**src/rtl/core/ohm_pkg.sv**
```systemverilog
`timescale 1ns / 1ps
// ----------------------------------------------------------------------------
// ohm_pkg
// Shared types, codes and tables for the ordered hash map engine.
// ----------------------------------------------------------------------------
package ohm_pkg;

  localparam int MAX_SLOTS     = 256;
  localparam int SLOT_AW       = 8;
  localparam int CNT_W         = SLOT_AW + 1;
  localparam int WORD_BITS     = 64;
  localparam int PERTURB_SHIFT = 5;
  localparam logic [3:0] START_LOG2 = 4'd3;
  localparam logic [3:0] MAX_LOG2   = 4'd8;

  localparam logic [2:0] OP_SET   = 3'd0;
  localparam logic [2:0] OP_GET   = 3'd1;
  localparam logic [2:0] OP_DEL   = 3'd2;
  localparam logic [2:0] OP_CLEAR = 3'd3;
  localparam logic [2:0] OP_POP   = 3'd4;
  localparam logic [2:0] OP_READ  = 3'd5;

  localparam logic [1:0] ST_OK     = 2'd0;
  localparam logic [1:0] ST_ABSENT = 2'd1;
  localparam logic [1:0] ST_FULL   = 2'd2;
  localparam logic [1:0] ST_DEAD   = 2'd3;

  localparam logic [1:0] TAG_EMPTY = 2'd0;
  localparam logic [1:0] TAG_TOMB  = 2'd1;
  localparam logic [1:0] TAG_LIVE  = 2'd2;

  typedef struct packed {
    logic [2:0]           op;
    logic [WORD_BITS-1:0] key_hash;
    logic [WORD_BITS-1:0] key;
    logic [WORD_BITS-1:0] value;
    logic [7:0]           position;
  } in_item_t;

  typedef struct packed {
    logic [1:0]           status;
    logic                 found;
    logic [WORD_BITS-1:0] key_out;
    logic [WORD_BITS-1:0] value_out;
    logic [CNT_W-1:0]     live_entries;
    logic [CNT_W-1:0]     used_entries;
  } out_item_t;

  typedef struct packed {
    logic [1:0]         tag;
    logic [SLOT_AW-1:0] idx;
  } slot_t;

  typedef struct packed {
    logic [WORD_BITS-1:0] hash;
    logic [WORD_BITS-1:0] key;
    logic [WORD_BITS-1:0] val;
    logic                 live;
  } entry_t;

  typedef struct packed {
    logic               clr;
    logic               rd_en;
    logic [SLOT_AW-1:0] rd_addr;
    logic               wr_en;
    logic [SLOT_AW-1:0] wr_addr;
    slot_t              wr_data;
  } slot_req_t;

  typedef struct packed {
    logic               rd_en;
    logic [SLOT_AW-1:0] rd_addr;
    logic               wr_en;
    logic [SLOT_AW-1:0] wr_addr;
    entry_t             wr_data;
  } ent_req_t;

  // (2 * capacity) / 3 for each capacity
  function automatic logic [CNT_W-1:0] grow_thresh(input logic [3:0] l2);
    logic [CNT_W-1:0] t;
    case (l2)
      4'd3:    t = 9'd5;
      4'd4:    t = 9'd10;
      4'd5:    t = 9'd21;
      4'd6:    t = 9'd42;
      4'd7:    t = 9'd85;
      4'd8:    t = 9'd170;
      default: t = 9'd5;
    endcase
    return t;
  endfunction

endpackage

```
**src/rtl/core/ohm_slot_mem.sv**
```systemverilog
`timescale 1ns / 1ps
// ----------------------------------------------------------------------------
// ohm_slot_mem
// Probe table memory with per-slot valid bits; invalid slots read as empty.
// ----------------------------------------------------------------------------
module ohm_slot_mem (
  input  logic               clk,
  input  logic               rst,
  input  ohm_pkg::slot_req_t req,
  output ohm_pkg::slot_t     rd_data
);

  ohm_pkg::slot_t                  mem [ohm_pkg::MAX_SLOTS];
  logic [ohm_pkg::MAX_SLOTS-1:0]   vld;
  ohm_pkg::slot_t                  q;
  logic                            q_v;

  always_ff @(posedge clk) begin
    if (req.wr_en) begin
      mem[req.wr_addr] <= req.wr_data;
    end
    if (req.rd_en) begin
      q <= mem[req.rd_addr];
    end
  end

  always_ff @(posedge clk) begin
    if (rst || req.clr) begin
      vld <= '0;
    end else if (req.wr_en) begin
      vld[req.wr_addr] <= 1'b1;
    end
  end

  always_ff @(posedge clk) begin
    if (rst) begin
      q_v <= 1'b0;
    end else if (req.rd_en) begin
      q_v <= vld[req.rd_addr];
    end
  end

  always_comb begin
    rd_data.tag = q_v ? q.tag : ohm_pkg::TAG_EMPTY;
    rd_data.idx = q_v ? q.idx : '0;
  end

endmodule

```
**config.mk**
```make
export PLATFORM = sky130hd
export DESIGN_NAME = ohm_slot_mem
export DESIGN_NICKNAME = d
export VERILOG_FILES = /design/src/rtl/core/ohm_pkg.sv /design/src/rtl/core/ohm_slot_mem.sv
export SDC_FILE = /design/constraint.sdc
export NUM_CORES = 2
export LEC_CHECK = 0
export BUFFER_PORTS_ARGS = -buffer_cell sky130_fd_sc_hd__buf_4
export CAP_MARGIN = 20
export CORE_UTILIZATION = 40
export CTS_CLUSTER_DIAMETER = 200
export DETAILED_ROUTE_END_ITERATION = 12
export GPL_ROUTABILITY_DRIVEN = 0
export GPL_TIMING_DRIVEN = 0
export SLEW_MARGIN = 10
export SYNTH_ARGS = -nofsm -noshare
export SYNTH_HDL_FRONTEND = slang
export SYNTH_SLANG_ARGS = --single-unit
```
**constraint.sdc**
```tcl
create_clock -name clk -period 4.2 [get_ports clk]
set_input_delay 0.63 -clock clk [delete_from_list [all_inputs] [get_ports clk]]
set_output_delay 0.63 -clock clk [all_outputs]
set_load 0.005 [all_outputs]
```
**After elaboration in Yosys (flattened, before gate mapping)**

Memories as Yosys holds them, arrays and structs flattened. A register that Yosys moved wholly into a read port is not among the register bits.
Index checks and enable logic that the tools add are counted.

- Add/sub/neg operators: 0
- Multiply operators: 0
- Divide/modulo/power cells: 0
- Order comparisons: 3
- Equality and inequality tests: 0
- Shift-type cells: 0
- Multiplexer cells: 8
- Bitwise gates (word level): 1
- Reduce and logical (&&, ||, !) cells: 2

Operators by type and width:

| kind | number |
|---|---|
| bitwise OR 256 bit | 1 |
| < comparator 8 x 9 -> 1 bit (second input constant) | 2 |
| binary-select mux 1 bit (select 8 bit) | 1 |
| demux 1 bit (select 8 bit) | 1 |
| >= comparator 8 x 1 -> 1 bit (second input constant) | 1 |
| two-way mux 8 bit | 1 |
| two-way mux 1 bit | 4 |
| two-way mux 2 bit | 1 |
| logical AND 1 bit | 1 |
| logical OR 1 bit | 1 |

- Bits in registers: 257
- Bits in latches: 0
- Memory bits (writable): 2,560
- Memory bits (read-only): 0
- Input bits: 31
- Output and inout port bits: 10
- Word-level logic and storage cells: 17
- Memories kept: 1

Memories:

| name | words | bits a word | rd ports | clocked after Yosys merged registers in | write ports | line | source |
|---|---|---|---|---|---|---|---|
| mem | 256 | 10 | 1 | 1 | 1 | ohm_slot_mem.sv:13 | `ohm_pkg::slot_t mem [ohm_pkg::MAX_SLOTS];` |

**Longest topological paths before layout**

- Word-level depth: 5
- Mapped depth: 12
- Mapped depth without buffers: 7

**Worst setup path before layout**

Ideal clock, no wire load.

- Path kind: input-to-reg
- Start: input port req[20] (netlist name)
- End: register, netlist name q[0]
- Library setup time: 0.259 ns
- Arrival time: 2.755 ns
- Required time: 3.941 ns
- Slack: 1.186 ns
- Stages on the path: 10
- Buffers on the path: 4
- Cell sequence: buf_2 > buf_2 > buf_1 > buf_1 > mux4_2 > a221oi_1 > o22ai_1 > nor3_1 > o22ai_1 > or2_1

RTL lines:

| what | line | source |
|---|---|---|
| start: declaration | ohm_slot_mem.sv:9 | `input ohm_pkg::slot_req_t req,` |

==> flow_summary_export.csv <==
group,metric,value,unit
floorplan,core,266000,um^2
clock_tree,insertion_delay,0.98,ns
timing,timing.fmax,227,MHz
timing,slew_headroom,13.3,%
detailed_routing,drcViolationCount,0,
final_layout,area_growth,16.0,%
synthesis,syn_inst,5282,
synthesis,ys.flop_type,"edfxtp_1",
job,drv_cap,0,
clock_tree,clockRootBuffer,"clkbuf_16",
detailed_routing,firstDrtPassIters,7,
final_layout,post-route-cell-area,125000,um^2
synthesis,avgSynthCellArea,20.3,um^2
pwr,power-per-cell-area,482,nW/um^2
detailed_routing,vias,57660,
final_layout,multi_input_area,23800,um^2
timing,tightest_slew,1.30,ns
setup_path,crit_required,4.95,ns
detailed_routing,avgViaCountPerCell,6.00,
final_layout,layout_common_cells,"edfxtp_1, mux4_2, nor2_1",
placed_design,post_dp_cell_area,114000,um^2
timing,skew,0.0439,ns
final_layout,layout_commonest_cell,"edfxtp_1",
global_routing,grt_pass1_vias,56646,
status,outcome,"complete, but fails checks",
final_layout,final-seq-area,82300,um^2
global_routing,grt_overflow,0,
timing,maxSlewViolCount,0,
global_routing,antenna_found_initial,25,
pwr,switching_power,0.0131,W
setup_path,critPathMaxFanout,10,
floorplan,die_height,520,um
global_routing,grt_pass1_wl,440000,um
setup_path,critPathCaptureType,"register",
floorplan,pin_count,41,
pwr,combPwrFrac,5.2,%
setup_path,cp.arrival,5.17,ns
clock_tree,cts_tree,"done",
worst_hold_path,min_path_type,"in -> reg",
detailed_routing,wl_per_cell,33.2,um
timing,rsz0062_at_grt,"no",
synthesis,seq_area_frac_synth,76.6,%
timing,hold_violations,0,
clock_tree,cts_setup_buffers,0,
timing,tns,-0.919,ns
floorplan,die_area,271000,um^2
final_layout,drive_gt1_share,27.5,%
timing,finalSetupViolations,9,
clock_tree,clock-sinks,2827,
pwr,max-vdd-ir-drop,0.332,mV
pwr,power_frac_seq,51.2,%
pwr,p_sw_share,21.8,%
synthesis,yosysWarningCount,0,
synthesis,ys_seq_elements,2827,
placed_design,io_buffers,30,
final_layout,final_util,46.8,%
final_layout,fillerInstances,21880,
clock_tree,numCtsBuffers,309,
pwr,clock_power_share,43.6,%
setup_path,worstSetupPathType,"in -> reg",
detailed_routing,totalWireLength,319000,um
synthesis,synth_nets,5313,
floorplan,die_w,520,um
global_routing,grtUsageTotal,23.3,%
clock_tree,clockBufferDepth,4,
floorplan,start_util,40.4,%
global_routing,grt_max_degree,134,
synthesis,yosys.cell_types.count,41,
pwr,intPower,0.0469,W
timing,fin_crit_sh,105,%
pwr,p_leak,38.7,nW
synthesis,synth-edff-count,2570,
timing,period_needed,4.41,ns
floorplan,rows,189,
detailed_routing,drt_iter0_drc,8872,
final_layout,nets,5854,
synthesis,synthArstFlopShare,0,%
status,violations,"setup timing",
detailed_routing,ant_nets,0,
synthesis,synth_area,107000,um^2
timing,fin_ws,-0.214,ns
setup_path,start_kind,"primary input",
clock_tree,htree_levels,5,
placed_design,hpwl,215000,um
clock_tree,cts.reportedPaths.clkPinSlew,0.06,ns
==> routing by layer <==
layer  wire length [um]  share of wire, %  global-route usage (%)  vias to the layer above
met5                 81             0.025                       0                        -
met4              16300               5.1                    11.4                       12
met3              31500               9.9                    4.92                      713
met2             148000                46                    35.9                     3448
met1             123000                39                    31.6                    30592
li1                   -                 -                       -                    22895
==> power groups by stage <==
| stage | registers, W | clock network [W] | logic (W) |
|---|---|---|---|
| after floorplan | 0.0313 | 0 | 0.00145 |
| final | 0.0307 | 0.0262 | 0.00310 |
| after global routing | 0.0307 | 0.0274 | 0.00317 |
| after detailed placement | 0.0313 | 0 | 0.00304 |
| after CTS | 0.0307 | 0.0264 | 0.00305 |
| after global placement | 0.0314 | 0 | 0.00289 |
==> through the flow <==
step | worst slack, ns | hold slack, ns | cells | power, W
floorplan | 1.19 | 0.435 | 5282 | 0.0328
global placement | -1.97 | 0.444 | 8845 | 0.0343
detailed placement | -1.23 | 0.454 | 8997 | 0.0344
CTS | 0.00596 | 0.000574 | 9546 | 0.0602
global route | 0.00918 | 0.0280 | 9599 | 0.0613
finish | -0.214 | 0.0510 | 9602 | 0.0600
==> path summary, 6_finish.rpt <==
kind	from	endpoint	slack, ns	cells past startpoint
max	req[23]	q[3]	-0.21	11
min	req[5]	mem[242][5]	0.05	1
max reg2reg	mem[251][3]	q[3]	0.60	7
min reg2reg	vld[90]	vld[90]	0.47	2
==> cells by family (layout without fill, tap and decap cells) <==
| logic type | count (synthesis) | count (layout) | synth area share [%] |
|---|---|---|---|
| flip-flops | 2827 | 2827 | 76.6 |
| AND/OR/NAND/NOR | 872 | 872 | 3.25 |
| multiplexers | 714 | 714 | 14.8 |
| AO/OA/AOI/OAI | 538 | 538 | 3.85 |
| buffers and inverters | 331 | 1105 | 1.47 |
| other | 0 | 13 | 0 |
==> worst max-delay path, cell delays in order <==
cell,delay (ns)
buf_2,0.32
nor2b_1,0.17
buf_2,0.39
buf_2,0.40
clkbuf_2,0.70
clkbuf_1,0.72
a22oi_1,0.28
a21oi_1,0.52
nor3_1,0.13
o22ai_1,0.52
or2_1,0.33
==> cells in the mapped netlist (all sizes together), types with 31 or more instances <==
master,number,area (um^2)
a221oi,83,840
nor3,41,205
mux4,698,15700
a21oi,90,450
nand2,31,116
buf,138,855
clkbuf,189,709
dfxtp,257,5140
edfxtp,2570,77200
nor2,721,2710
a22o,81,709
a22oi,174,1310
o22ai,62,388
==> timing repair <==
item / 4_1_cts / 5_1_grt
setup endpoints to repair: 10 / 5
gates resized for setup: 9 / 15
endpoints found under the hold margin: 40 / 0
hold buffers: 6 / 0
==> registers in the layout (all words and copies together) (netlist names) <==
name  cells
mem    2560
vld     256
q        10
q_v       1
==> final cells by class <==
type                    count  area share (%)
clock buffers             389            6.63
inverters                   4          0.0151
well taps                3533            3.55
multi-input cells        2124            19.1
repair buffers            231            2.21
diodes                     13          0.0261
clock inverters           155            1.09
plain buffers             326            1.29
flip-flops and latches   2827            66.1
No activity file was read; power rests on OpenSTA's default activity.
